File: src/hdl/assert_macros.svh
// Assertion macros shared by the tokenizer RTL.
// No dependencies; define SYNTH to compile the checks out.
`ifndef ASSERT_MACROS_SVH
`define ASSERT_MACROS_SVH
`ifndef SYNTH
// Antecedent implies consequent in the same cycle.
`define SCLT_ASSERT_IMP(lbl, clk, rst_n, ante, cons, msg) \
  lbl: assert property (@(posedge clk) disable iff (!rst_n) (ante) |-> (cons)) \
    else $error(msg);
// Antecedent implies consequent in the next cycle.
`define SCLT_ASSERT_NXT(lbl, clk, rst_n, ante, cons, msg) \
  lbl: assert property (@(posedge clk) disable iff (!rst_n) (ante) |=> (cons)) \
    else $error(msg);
`else
`define SCLT_ASSERT_IMP(lbl, clk, rst_n, ante, cons, msg)
`define SCLT_ASSERT_NXT(lbl, clk, rst_n, ante, cons, msg)
`endif
`endif

File: src/hdl/sclt_pkg.sv
// Shared types, character codes and helper functions for the tokenizer.
// No dependencies.
package sclt_pkg;

  localparam int MAX_RES = 5;
  localparam int CNT_W   = 3;
  localparam int Q_DEPTH = 4;
  localparam int Q_AW    = 2;

  typedef enum logic [3:0] {
    M_IDLE     = 4'd0,
    M_COMMENT  = 4'd1,
    M_SQ       = 4'd2,
    M_DQ       = 4'd3,
    M_DQ_ESC   = 4'd4,
    M_WORD     = 4'd5,
    M_WORD_ESC = 4'd6
  } mode_t;

  typedef enum logic [1:0] {
    OP_NONE = 2'd0,
    OP_PIPE = 2'd1,
    OP_GT   = 2'd2,
    OP_AMP  = 2'd3
  } op_t;

  typedef enum logic [1:0] {
    K_CHAR    = 2'd0,
    K_END     = 2'd1,
    K_ABANDON = 2'd2,
    K_LINE    = 2'd3
  } kind_t;

  localparam logic [7:0] CH_HASH = 8'h23;
  localparam logic [7:0] CH_PIPE = 8'h7C;
  localparam logic [7:0] CH_GT   = 8'h3E;
  localparam logic [7:0] CH_AMP  = 8'h26;
  localparam logic [7:0] CH_SQ   = 8'h27;
  localparam logic [7:0] CH_DQ   = 8'h22;
  localparam logic [7:0] CH_BSL  = 8'h5C;
  localparam logic [7:0] CH_N    = 8'h6E;
  localparam logic [7:0] CH_T    = 8'h74;
  localparam logic [7:0] CH_R    = 8'h72;
  localparam logic [7:0] CH_LF   = 8'h0A;
  localparam logic [7:0] CH_TAB  = 8'h09;
  localparam logic [7:0] CH_CR   = 8'h0D;
  localparam logic [7:0] CH_SP   = 8'h20;

  typedef struct packed {
    kind_t      kind;
    logic [7:0] ch;
  } res_t;

  // All results caused by one input byte, in order.
  typedef struct packed {
    res_t [MAX_RES-1:0] res;
    logic [CNT_W-1:0]   cnt;
  } bundle_t;

  function automatic op_t op_code(logic [7:0] c);
    op_t r;
    unique case (c)
      CH_PIPE: r = OP_PIPE;
      CH_GT:   r = OP_GT;
      CH_AMP:  r = OP_AMP;
      default: r = OP_NONE;
    endcase
    return r;
  endfunction

  function automatic logic [7:0] op_char(op_t op);
    logic [7:0] r;
    unique case (op)
      OP_PIPE: r = CH_PIPE;
      OP_GT:   r = CH_GT;
      OP_AMP:  r = CH_AMP;
      default: r = 8'h00;
    endcase
    return r;
  endfunction

  // Append one result; drop it once the bundle is full.
  function automatic bundle_t bun_put(bundle_t b, kind_t k, logic [7:0] ch);
    bundle_t r;
    r = b;
    if (r.cnt < CNT_W'(MAX_RES)) begin
      r.res[r.cnt].kind = k;
      r.res[r.cnt].ch   = (k == K_CHAR) ? ch : 8'h00;
      r.cnt             = r.cnt + CNT_W'(1);
    end
    return r;
  endfunction

endpackage

File: src/hdl/sclt_if.sv
// Valid/ready channel interfaces for the tokenizer input and result streams.
// Depends on sclt_pkg for the result kind type.
interface sclt_in_if;
  logic       valid;
  logic       ready;
  logic [7:0] char_in;
  logic       line_end;
  modport source (output valid, output char_in, output line_end, input ready);
  modport sink   (input valid, input char_in, input line_end, output ready);
endinterface

interface sclt_out_if;
  logic            valid;
  logic            ready;
  sclt_pkg::kind_t kind;
  logic [7:0]      char_out;
  logic            last;
  modport source (output valid, output kind, output char_out, output last, input ready);
  modport sink   (input valid, input kind, input char_out, input last, output ready);
endinterface

File: src/hdl/sclt_front.sv
// Front end: accepts one byte per cycle unless q_full, steps the lexer state
// and builds the bundle of results for it. Depends on sclt_pkg and sclt_if.
module sclt_front (
  input  logic              clk,
  input  logic              rst_n,
  sclt_in_if.sink           in_chan,
  input  logic              q_full,
  output logic              q_push,
  output sclt_pkg::bundle_t q_bundle
);

  sclt_pkg::mode_t mode_r, mode_nxt;
  sclt_pkg::op_t   held_r, held_nxt;
  logic            ws_r, ws_nxt;
  logic            accept;

  always_comb begin
    logic [7:0]        c;
    logic [7:0]        oc;
    sclt_pkg::op_t     cop;
    sclt_pkg::bundle_t b;
    logic              do_idle;
    logic              do_word;
    c        = in_chan.char_in;
    cop      = sclt_pkg::op_code(c);
    mode_nxt = mode_r;
    held_nxt = held_r;
    ws_nxt   = ws_r;
    b        = '0;
    do_idle  = 1'b0;
    do_word  = 1'b0;
    oc       = sclt_pkg::op_char(held_r);

    if (held_r != sclt_pkg::OP_NONE) begin
      // Resolve the held operator with this byte as lookahead.
      held_nxt = sclt_pkg::OP_NONE;
      mode_nxt = sclt_pkg::M_IDLE;
      b = sclt_pkg::bun_put(b, sclt_pkg::K_CHAR, oc);
      if (c == oc) begin
        b = sclt_pkg::bun_put(b, sclt_pkg::K_CHAR, oc);
        b = sclt_pkg::bun_put(b, sclt_pkg::K_END, 8'h00);
      end else begin
        b = sclt_pkg::bun_put(b, sclt_pkg::K_END, 8'h00);
        do_idle = 1'b1;
      end
    end else begin
      unique case (mode_r)
        sclt_pkg::M_COMMENT: ;
        sclt_pkg::M_SQ: begin
          if (c == sclt_pkg::CH_SQ) begin
            b = sclt_pkg::bun_put(b, sclt_pkg::K_END, 8'h00);
            mode_nxt = sclt_pkg::M_IDLE;
          end else begin
            b = sclt_pkg::bun_put(b, sclt_pkg::K_CHAR, c);
          end
        end
        sclt_pkg::M_DQ: begin
          if (c == sclt_pkg::CH_DQ) begin
            b = sclt_pkg::bun_put(b, sclt_pkg::K_END, 8'h00);
            mode_nxt = sclt_pkg::M_IDLE;
          end else if (c == sclt_pkg::CH_BSL) begin
            mode_nxt = sclt_pkg::M_DQ_ESC;
          end else begin
            b = sclt_pkg::bun_put(b, sclt_pkg::K_CHAR, c);
          end
        end
        sclt_pkg::M_DQ_ESC: begin
          mode_nxt = sclt_pkg::M_DQ;
          unique case (c) inside
            sclt_pkg::CH_LF: ;
            sclt_pkg::CH_BSL, sclt_pkg::CH_DQ: b = sclt_pkg::bun_put(b, sclt_pkg::K_CHAR, c);
            sclt_pkg::CH_N: b = sclt_pkg::bun_put(b, sclt_pkg::K_CHAR, sclt_pkg::CH_LF);
            sclt_pkg::CH_T: b = sclt_pkg::bun_put(b, sclt_pkg::K_CHAR, sclt_pkg::CH_TAB);
            sclt_pkg::CH_R: b = sclt_pkg::bun_put(b, sclt_pkg::K_CHAR, sclt_pkg::CH_CR);
            default: begin
              b = sclt_pkg::bun_put(b, sclt_pkg::K_CHAR, sclt_pkg::CH_BSL);
              b = sclt_pkg::bun_put(b, sclt_pkg::K_CHAR, c);
            end
          endcase
        end
        sclt_pkg::M_WORD: do_word = 1'b1;
        sclt_pkg::M_WORD_ESC: begin
          mode_nxt = sclt_pkg::M_WORD;
          if (c == sclt_pkg::CH_LF) begin
          end else if (cop != sclt_pkg::OP_NONE) begin
            if (ws_r) b = sclt_pkg::bun_put(b, sclt_pkg::K_END, 8'h00);
            ws_nxt   = 1'b0;
            mode_nxt = sclt_pkg::M_IDLE;
            held_nxt = cop;
          end else begin
            b = sclt_pkg::bun_put(b, sclt_pkg::K_CHAR, c);
            ws_nxt = 1'b1;
          end
        end
        default: do_idle = 1'b1;
      endcase
    end

    if (do_idle) begin
      mode_nxt = sclt_pkg::M_IDLE;
      if (c == sclt_pkg::CH_SP || c == sclt_pkg::CH_TAB) begin
      end else if (c == sclt_pkg::CH_HASH) begin
        mode_nxt = sclt_pkg::M_COMMENT;
      end else if (cop != sclt_pkg::OP_NONE) begin
        held_nxt = cop;
      end else if (c == sclt_pkg::CH_SQ) begin
        mode_nxt = sclt_pkg::M_SQ;
      end else if (c == sclt_pkg::CH_DQ) begin
        mode_nxt = sclt_pkg::M_DQ;
      end else begin
        mode_nxt = sclt_pkg::M_WORD;
        ws_nxt   = 1'b0;
        do_word  = 1'b1;
      end
    end

    if (do_word) begin
      if (c == sclt_pkg::CH_SP || c == sclt_pkg::CH_TAB) begin
        b = sclt_pkg::bun_put(b, sclt_pkg::K_END, 8'h00);
        ws_nxt   = 1'b0;
        mode_nxt = sclt_pkg::M_IDLE;
      end else if (c == sclt_pkg::CH_BSL) begin
        mode_nxt = sclt_pkg::M_WORD_ESC;
      end else if (c == sclt_pkg::CH_DQ || c == sclt_pkg::CH_SQ) begin
        // drop quotes inside a bare word
      end else if (cop != sclt_pkg::OP_NONE) begin
        if (ws_nxt) b = sclt_pkg::bun_put(b, sclt_pkg::K_END, 8'h00);
        ws_nxt   = 1'b0;
        mode_nxt = sclt_pkg::M_IDLE;
        held_nxt = cop;
      end else begin
        b = sclt_pkg::bun_put(b, sclt_pkg::K_CHAR, c);
        ws_nxt = 1'b1;
      end
    end

    if (in_chan.line_end) begin
      // Flush the held operator, close or abandon the open token, mark line end.
      if (held_nxt != sclt_pkg::OP_NONE) begin
        b = sclt_pkg::bun_put(b, sclt_pkg::K_CHAR, sclt_pkg::op_char(held_nxt));
        b = sclt_pkg::bun_put(b, sclt_pkg::K_END, 8'h00);
      end
      if (mode_nxt == sclt_pkg::M_SQ || mode_nxt == sclt_pkg::M_DQ ||
          mode_nxt == sclt_pkg::M_DQ_ESC) begin
        b = sclt_pkg::bun_put(b, sclt_pkg::K_ABANDON, 8'h00);
      end else if (mode_nxt == sclt_pkg::M_WORD || mode_nxt == sclt_pkg::M_WORD_ESC) begin
        b = sclt_pkg::bun_put(b, sclt_pkg::K_END, 8'h00);
      end
      b = sclt_pkg::bun_put(b, sclt_pkg::K_LINE, 8'h00);
      mode_nxt = sclt_pkg::M_IDLE;
      held_nxt = sclt_pkg::OP_NONE;
      ws_nxt   = 1'b0;
    end

    q_bundle = b;
  end

  assign in_chan.ready = !q_full;
  assign accept        = in_chan.valid && !q_full;
  assign q_push        = accept && (q_bundle.cnt != '0);

  always_ff @(posedge clk) begin
    if (!rst_n) begin
      mode_r <= sclt_pkg::M_IDLE;
      held_r <= sclt_pkg::OP_NONE;
      ws_r   <= 1'b0;
    end else if (accept) begin
      mode_r <= mode_nxt;
      held_r <= held_nxt;
      ws_r   <= ws_nxt;
    end
  end

endmodule

File: src/hdl/sclt_fifo.sv
// Short bundle queue between front and back ends.
// Depends on sclt_pkg and assert_macros.svh.
`include "assert_macros.svh"
module sclt_fifo (
  input  logic              clk,
  input  logic              rst_n,
  input  logic              push,
  input  sclt_pkg::bundle_t wr_bundle,
  output logic              full,
  input  logic              pop,
  output logic              rd_valid,
  output sclt_pkg::bundle_t rd_bundle
);

  sclt_pkg::bundle_t              mem_r [sclt_pkg::Q_DEPTH];
  logic [sclt_pkg::Q_AW-1:0]      wr_ptr_r;
  logic [sclt_pkg::Q_AW-1:0]      rd_ptr_r;
  logic [sclt_pkg::Q_AW:0]        count_r;

  assign full      = (count_r == (sclt_pkg::Q_AW+1)'(sclt_pkg::Q_DEPTH));
  assign rd_valid  = (count_r != '0);
  assign rd_bundle = mem_r[rd_ptr_r];

  always_ff @(posedge clk) begin
    if (push) mem_r[wr_ptr_r] <= wr_bundle;
  end

  always_ff @(posedge clk) begin
    if (!rst_n) begin
      wr_ptr_r <= '0;
      rd_ptr_r <= '0;
      count_r  <= '0;
    end else begin
      if (push) wr_ptr_r <= wr_ptr_r + sclt_pkg::Q_AW'(1);
      if (pop)  rd_ptr_r <= rd_ptr_r + sclt_pkg::Q_AW'(1);
      if (push && !pop)      count_r <= count_r + (sclt_pkg::Q_AW+1)'(1);
      else if (pop && !push) count_r <= count_r - (sclt_pkg::Q_AW+1)'(1);
    end
  end

  `SCLT_ASSERT_IMP(a_no_overflow, clk, rst_n, push, !full, "push into full queue")
  `SCLT_ASSERT_IMP(a_no_underflow, clk, rst_n, pop, rd_valid, "pop from empty queue")

endmodule

File: src/hdl/sclt_back.sv
// Back end: unpacks one bundle at a time into single result transactions.
// Depends on sclt_pkg, sclt_if and assert_macros.svh.
`include "assert_macros.svh"
module sclt_back (
  input  logic              clk,
  input  logic              rst_n,
  input  logic              q_valid,
  input  sclt_pkg::bundle_t q_bundle,
  output logic              q_pop,
  sclt_out_if.source        out_chan
);

  sclt_pkg::bundle_t           bun_r;
  logic [sclt_pkg::CNT_W-1:0]  idx_r;
  logic                        have_r;
  logic                        last_now;
  logic                        load;

  assign last_now = (idx_r == bun_r.cnt - sclt_pkg::CNT_W'(1));
  assign load     = q_valid && (!have_r || (out_chan.ready && last_now));
  assign q_pop    = load;

  assign out_chan.valid    = have_r;
  assign out_chan.kind     = bun_r.res[idx_r].kind;
  assign out_chan.char_out = bun_r.res[idx_r].ch;
  assign out_chan.last     = last_now;

  always_ff @(posedge clk) begin
    if (load) bun_r <= q_bundle;
  end

  always_ff @(posedge clk) begin
    if (!rst_n) begin
      have_r <= 1'b0;
      idx_r  <= '0;
    end else if (load) begin
      have_r <= 1'b1;
      idx_r  <= '0;
    end else if (have_r && out_chan.ready) begin
      if (last_now) have_r <= 1'b0;
      else          idx_r  <= idx_r + sclt_pkg::CNT_W'(1);
    end
  end

  `SCLT_ASSERT_IMP(a_bundle_nonempty, clk, rst_n, have_r, bun_r.cnt != '0, "empty bundle held")
  `SCLT_ASSERT_NXT(a_burst_continues, clk, rst_n, have_r && out_chan.ready && !last_now, have_r, "burst cut short")

endmodule

File: src/hdl/shell_command_line_tokenizer.sv
// Command-line tokenizer top level: front end, bundle queue, back end.
// Each bundle is queued, then loaded into the back end's output register.
// Throughput: one byte per cycle in unless the queue is full; results leave
// one per cycle while the sink is ready, bounded by the single result port.
// Reset (rst_n low, synchronous): lexer idle, queue and output stage empty.
module shell_command_line_tokenizer (
  input  logic        clk,
  input  logic        rst_n,
  sclt_in_if.sink     in_chan,
  sclt_out_if.source  out_chan
);

  // Front to queue: one bundle per byte that produces any result.
  logic              q_push;
  logic              q_full;
  sclt_pkg::bundle_t q_wr_bundle;

  // Queue to back: the oldest bundle waiting for the output port.
  logic              q_pop;
  logic              q_valid;
  sclt_pkg::bundle_t q_rd_bundle;

  // Classify each byte and step the lexer state in the cycle it arrives.
  sclt_front u_front (
    .clk      (clk),
    .rst_n    (rst_n),
    .in_chan  (in_chan),
    .q_full   (q_full),
    .q_push   (q_push),
    .q_bundle (q_wr_bundle)
  );

  // Absorb bursts so the input keeps flowing while results drain.
  sclt_fifo u_fifo (
    .clk       (clk),
    .rst_n     (rst_n),
    .push      (q_push),
    .wr_bundle (q_wr_bundle),
    .full      (q_full),
    .pop       (q_pop),
    .rd_valid  (q_valid),
    .rd_bundle (q_rd_bundle)
  );

  // Emit each bundle one result per cycle while ready, flag the last one.
  sclt_back u_back (
    .clk      (clk),
    .rst_n    (rst_n),
    .q_valid  (q_valid),
    .q_bundle (q_rd_bundle),
    .q_pop    (q_pop),
    .out_chan (out_chan)
  );

endmodule
File: src/flat_wrapper.sv
// flat-port wrapper written by rule: the top's interface ports become plain ports
module shell_command_line_tokenizer_flat 
  (clk, rst_n, in_chan_valid, in_chan_char_in, in_chan_line_end, in_chan_ready, out_chan_valid, out_chan_kind, out_chan_char_out, out_chan_last, out_chan_ready);
  sclt_in_if in_chan_i ();
  sclt_out_if out_chan_i ();
  input  logic clk;
  input  logic rst_n;
  input wire logic [$bits(in_chan_i.valid)-1:0] in_chan_valid;
  input wire logic [$bits(in_chan_i.char_in)-1:0] in_chan_char_in;
  input wire logic [$bits(in_chan_i.line_end)-1:0] in_chan_line_end;
  output wire logic [$bits(in_chan_i.ready)-1:0] in_chan_ready;
  output wire logic [$bits(out_chan_i.valid)-1:0] out_chan_valid;
  output wire logic [$bits(out_chan_i.kind)-1:0] out_chan_kind;
  output wire logic [$bits(out_chan_i.char_out)-1:0] out_chan_char_out;
  output wire logic [$bits(out_chan_i.last)-1:0] out_chan_last;
  input wire logic [$bits(out_chan_i.ready)-1:0] out_chan_ready;
  assign in_chan_i.valid = in_chan_valid;
  assign in_chan_i.char_in = in_chan_char_in;
  assign in_chan_i.line_end = in_chan_line_end;
  assign in_chan_ready = in_chan_i.ready;
  assign out_chan_valid = out_chan_i.valid;
  assign out_chan_kind = out_chan_i.kind;
  assign out_chan_char_out = out_chan_i.char_out;
  assign out_chan_last = out_chan_i.last;
  assign out_chan_i.ready = out_chan_ready;
  shell_command_line_tokenizer u_core (.clk(clk), .rst_n(rst_n), .in_chan(in_chan_i), .out_chan(out_chan_i));
endmodule
File: config.mk
export PLATFORM = sky130hd
export DESIGN_NAME = shell_command_line_tokenizer_flat
export DESIGN_NICKNAME = d
export VERILOG_FILES = /design/src/hdl/sclt_pkg.sv /design/src/hdl/sclt_if.sv /design/src/hdl/sclt_front.sv /design/src/hdl/sclt_fifo.sv /design/src/hdl/sclt_back.sv /design/src/hdl/shell_command_line_tokenizer.sv /design/src/flat_wrapper.sv
export VERILOG_INCLUDE_DIRS = /design/src /design/src/hdl
export SDC_FILE = /design/constraint.sdc
export NUM_CORES = 1
export LEC_CHECK = 0
export BUFFER_PORTS_ARGS = -buffer_cell sky130_fd_sc_hd__buf_2
export CORE_MARGIN = 1
export CORE_UTILIZATION = 35
export CTS_BUF_LIST = sky130_fd_sc_hd__clkbuf_4
export CTS_CLUSTER_DIAMETER = 120
export DETAILED_ROUTE_END_ITERATION = 12
export GPL_TIMING_DRIVEN = 1
export PLACE_DENSITY_LB_ADDON = 0.3
export SKIP_CTS_REPAIR_TIMING = 1
export SLEW_MARGIN = 10
export SYNTH_ARGS = -nofsm -noshare
export SYNTH_HDL_FRONTEND = slang
export SYNTH_HIERARCHICAL = 1
export SYNTH_SLANG_ARGS = --single-unit
File: constraint.sdc
create_clock -name clk -period 6.66 [get_ports clk]
set_input_delay 0 -clock clk [delete_from_list [all_inputs] [get_ports clk]]
set_output_delay 0 -clock clk [all_outputs]
set_load 0.05 [all_outputs]
* After elaboration in Yosys (flattened, before gate mapping)
Memory sizes are Yosys's and may differ from the RTL's. A register that Yosys moved wholly into a read port is not among the register bits.
Index checks and enable logic that the tools add are counted.
** Operators by class
- Order comparisons :: 25
- Reductions and logical operators :: 39
- Equality and inequality tests :: 33
- Bitwise operators :: 2
- Add/sub/neg operators :: 14
- Muxes and demuxes :: 168
** Operators by type and width (count)
- 2-to-1 mux 53 bit :: 31
- bitwise mux 50 bit :: 22
- demux 10 bit (select 3 bit) :: 16
- case mux 53 bit (5 select lines) :: 1
- case mux 53 bit (4 select lines) :: 1
- 2-to-1 mux 10 bit :: 9
- 2-to-1 mux 8 bit :: 10
- 2-to-1 mux 13 bit :: 4
- equality test 8 x 6 -> 1 bit, second input constant :: 6
- 2-to-1 mux 4 bit :: 11
- case mux 7 bit (3 select lines) :: 2
- equality test 8 x 7 -> 1 bit, second input constant :: 5
- < comparator 3 x 4 -> 1 bit, second input constant :: 9
- 2-to-1 mux 12 bit :: 3
- 2-to-1 mux 1 bit :: 31
- adder 3 x 1 -> 3 bit, second input constant :: 10
- binary-select mux 10 bit (select 3 bit) :: 1
- 2-to-1 mux 2 bit :: 14
- 2-to-1 mux 3 bit :: 9
- equality test 4 x 3 -> 1 bit, second input constant :: 6
- greater-or-equal comparator 3 x 1 -> 1 bit, second input constant :: 8
- < comparator 3 bit, second input constant :: 8
- equality test 4 x 2 -> 1 bit, second input constant :: 4
- equality test 8 x 4 -> 1 bit, second input constant :: 2
- other kinds (20) :: 58
** Storage, ports and cells
- Output and inout port bits :: 13
- Logic and storage cells :: 290
- Input bits :: 13
- Bits in writable memories :: 212
- Flip-flop bits (word level) :: 18
- Memories :: 1
** Memory list
- u_core.u_fifo.mem_r :: depth 4, width 53, rd ports 1, clocked after memory_dff 1, write ports 1, line sclt_fifo.sv:15 : sclt_pkg::bundle_t mem_r [sclt_pkg::Q_DEPTH];

* Logic depth before layout (Yosys ltp)
- Depth after elaboration :: 76
- Depth in mapped cells :: 33
- Gate-level depth less buffers :: 33

* Modules after synthesis
The synthesis kept the hierarchy.
** Modules (own cells, without submodules)
- sclt_fifo :: instances 1, cells an instance 320, area an instance 8157.8 sq um, sequential area each 6546.3 sq um
- sclt_front :: instances 1, cells an instance 522, area an instance 3549.7 sq um, sequential area each 140.1 sq um
- sclt_back :: instances 1, cells an instance 130, area an instance 2273.4 sq um, sequential area each 1671.6 sq um

* Least setup slack after synthesis
Ideal clock, no wire load.
- Path type :: register to register
- From :: register u_core.u_front.held_r[1]
- To :: memory u_core/u_fifo/mem_r[0][0] (netlist bit), enable pin
- Data arrival time :: 6836 ps
- Buffers on the path :: 0
- Slack :: -592 ps
- Cell stages (with the launch flop) :: 28
- Path through :: dfxtp_1 inv_1 ha_1 and3_1 o2111ai_2 o22ai_1 or4_4 ha_1 inv_1 nand3_1 nand2_1 inv_1 ha_1 nand2_1 o21ai_0 ha_1 a211oi_1 o211a_1 or2_4 inv_4 ha_1 nand2_1 o21ai_0 ha_1 nand2_1 o32ai_1 o311a_1 and2_1
** RTL lines
- start, declared :: line sclt_front.sv:13 : sclt_pkg::op_t held_r, held_nxt;
- start signal, assigned :: line sclt_front.sv:165 : held_r <= sclt_pkg::OP_NONE;
- start signal, assigned :: line sclt_front.sv:169 : held_r <= held_nxt;
- end, declared :: line sclt_fifo.sv:15

==> impl_metrics.ini <==
[critical_path]
path_common_cell = ha_1
crit_start = u_core/u_front/held_r[0]
r2r_setup_slack_ns = 0.29
cp-end-kind = flop
reg2regPathDepth = 32
worst-setup-path-type = reg2reg
required_ns = 7.22
cp.arrival_ns = 6.93
start_kind = flop
critical-path-slowest-cell = or4_4
cp_max_fo = 9
reg2reg_from = u_core/u_front/held_r[0]
cpPeakStageDelay_ns = 0.44

[timing]
fin_crit_ns = 6.37
setup_ws_ns = 0.294
drv_slew = 0
tightest_slew_ns = 1.01
setup_violations = 0
hold_viol = 0
clock.fmax_mhz = 157
min_period_over_period_pct = 95.6
skew_ns = 0.0455
hold_slack_ns = 0.0167
relSlewSlack_pct = 32.7

[global_route]
grt_start_max_net_pins = 57
antenna_found_initial = 1
grt_overflow_total = 0
grt_pass1_vias = 8981
grt_usage_pct = 16.2
grt_pass1_wl_um = 51100

[finish]
final_common_cell = edfxtp_1
final_cell_mix = edfxtp_1 (265), clkbuf_4 (104), nand2_1 (77), mux4_2 (60), nor2_1 (56)
fin_area_um2 = 15800
finalNetCount = 1115
final.fill_count = 3638
synthToLayoutAreaGrowth_pct = 12.8
drive_above_1_share_pct = 27.4

[clock_network]
ctsHtreeMaxLevel = 3
clkTransAtPathRegs_ns = 0.06
clock_latency_ns = 0.66
cts_root_buf = clkbuf_4
clockBufferDepth = 3
cts_tree = built
cts_buffers = 74
cts_sinks = 285

[placed_design]
dp_hpwl_um = 21700
pre_cts_ws_ns = 0.0160
place_area_um2 = 14800
port-buffer-count = 25
gp_congestion = 0.900

[pwr]
swShare_pct = 32.3
power.leakage_uw = 0.00548
p_total_uw = 5800
clockPowerShare_pct = 24.3
p_seq_share_pct = 45.0
ir_drop_v = 0.000181
p_comb_share_pct = 30.7
p_int_uw = 3930
powerDensity_nw_per_um2 = 368
p_switching_uw = 1870

[detailed_routing]
route.antenna.remaining_nets = 0
routed_wirelength_um = 32700
vias = 8906
drc_errors = 0
first_pass_iters = 6
wl_per_cell_um = 19.9
drt_iter0_markers = 652
via_per_inst = 5.43

[worst_hold_path]
hold_path_class = in2reg
min_from = in_chan_char_in[6]
worstHoldPathCells = 3

[flow_run]
maxCapViolCount = 0

[synthesis]
yosysWarnings = 6
netlist_area_um2 = 14000
ys_types = 114
synthArstFlopShare_pct = 0
synth.area.top_cells = edfxtp_1 (57%), mux4_2 (9.7%), dfxtp_1 (2.9%)
netlist_instances = 972
synth_largest_area_cell = edfxtp_1
synth.avg_cell_area_um2 = 14.4
ys_seq_area_share_pct = 59.8
synthFlopType = edfxtp_1
ys_seq_elements = 285
synth_edf_count = 265
yosysTopAreaCellShare_pct = 56.9

[die]
fp.dieH_um = 202
die_x_um = 202
die_area_um2 = 40700
start_util_pct = 35.8
ioPinCount = 26
fp.coreArea_um2 = 39000
rows = 72

[status]
run_status = finished, final reports clean
[metal layers]
metal / GRT usage, % / vias up / share of wire [%]
met2: 26.4 / 307 / 48
met4: 6.09 / 0 / 2.8
li1: - / 4080 / -
met1: 21.4 / 4445 / 44
met5: 0 / - / 0
met3: 3.21 / 74 / 5.1
[path summary, 6_finish.rpt]
check                               end
max            u_core/u_fifo/count_r[2]
min          u_core/u_fifo/mem_r[1][29]
max reg2reg    u_core/u_fifo/count_r[2]
min reg2reg    u_core/u_fifo/count_r[2]
[state kept, by name (all words and copies together), names as in the netlist, named ones only]
register and count:
u_core/u_fifo/count_r 3, u_core/u_back/out_chan.valid 1, u_core/u_front/held_r 2, u_core/u_fifo/wr_ptr_r 2
u_core/u_fifo/mem_r 212, u_core/u_fifo/rd_ptr_r 2, u_core/u_back/bun_r 53, u_core/u_back/idx_r 3
u_core/u_front/ws_r 1, u_core/u_front/mode_r 4
[synthesized netlist by cell type, types with 15 or more instances]
| cell type | n |
|---|---|
| and2_1 | 16 |
| ha_1 | 23 |
| a21oi_1 | 50 |
| inv_1 | 36 |
| nand2_1 | 78 |
| o21ai_0 | 32 |
| nor2_1 | 56 |
| nor2b_1 | 15 |
| buf_4 | 15 |
| buf_2 | 15 |
| dfxtp_1 | 20 |
| mux4_2 | 60 |
| edfxtp_1 | 265 |
| nand3_1 | 15 |
[logic make-up after synthesis]
logic type / synth area share, %
buffers and inverters: 4.01
multiplexers: 10.6
other: 0.0268
XOR/XNOR: 1.15
adder cells (fa/ha/maj): 2.20
flip-flops: 59.8
AND/OR/NAND/NOR: 10.7
AO/OA/AOI/OAI: 11.5
[power by group through the flow]
stage,Combinational (µW),Clock (µW),Sequential (µW)
detailed placement,1770,0,2650
floorplan,1340,0,2620
global route,1930,1560,2650
global placement,1760,0,2640
CTS,1780,1470,2620
finish,1780,1410,2610
[final cells by class]
class	count	area (µm²)	area share [%]
clock buffers	104	781	4.95
multi-input cells	600	5150	32.6
repair buffers	78	586	3.71
inverters	39	153	0.968
clock inverters	16	96.3	0.611
flip-flops and latches	285	8360	53.0
well taps	518	648	4.11
diodes	1	2.50	0.0159
[through the flow]
step,utilization (%),cells,TNS [ns]
floorplan,-,979,0
global route,40.4,1641,-0.0256
global placement,37.9,1510,0
finish,40.4,1641,0
CTS,40.2,1630,0
detailed placement,37.9,1510,0
[worst max-delay path: cells and delay by family, from the launching register on]
family                   cells  cell delay (ns)
buffers and inverters        5             0.33
adder cells (fa/ha/maj)      8             2.29
flip-flops                   1             0.32
AND/OR/NAND/NOR              9             1.55
AO/OA/AOI/OAI                9             1.65
XOR/XNOR                     1             0.18
(Power assumes the default switching activity.)
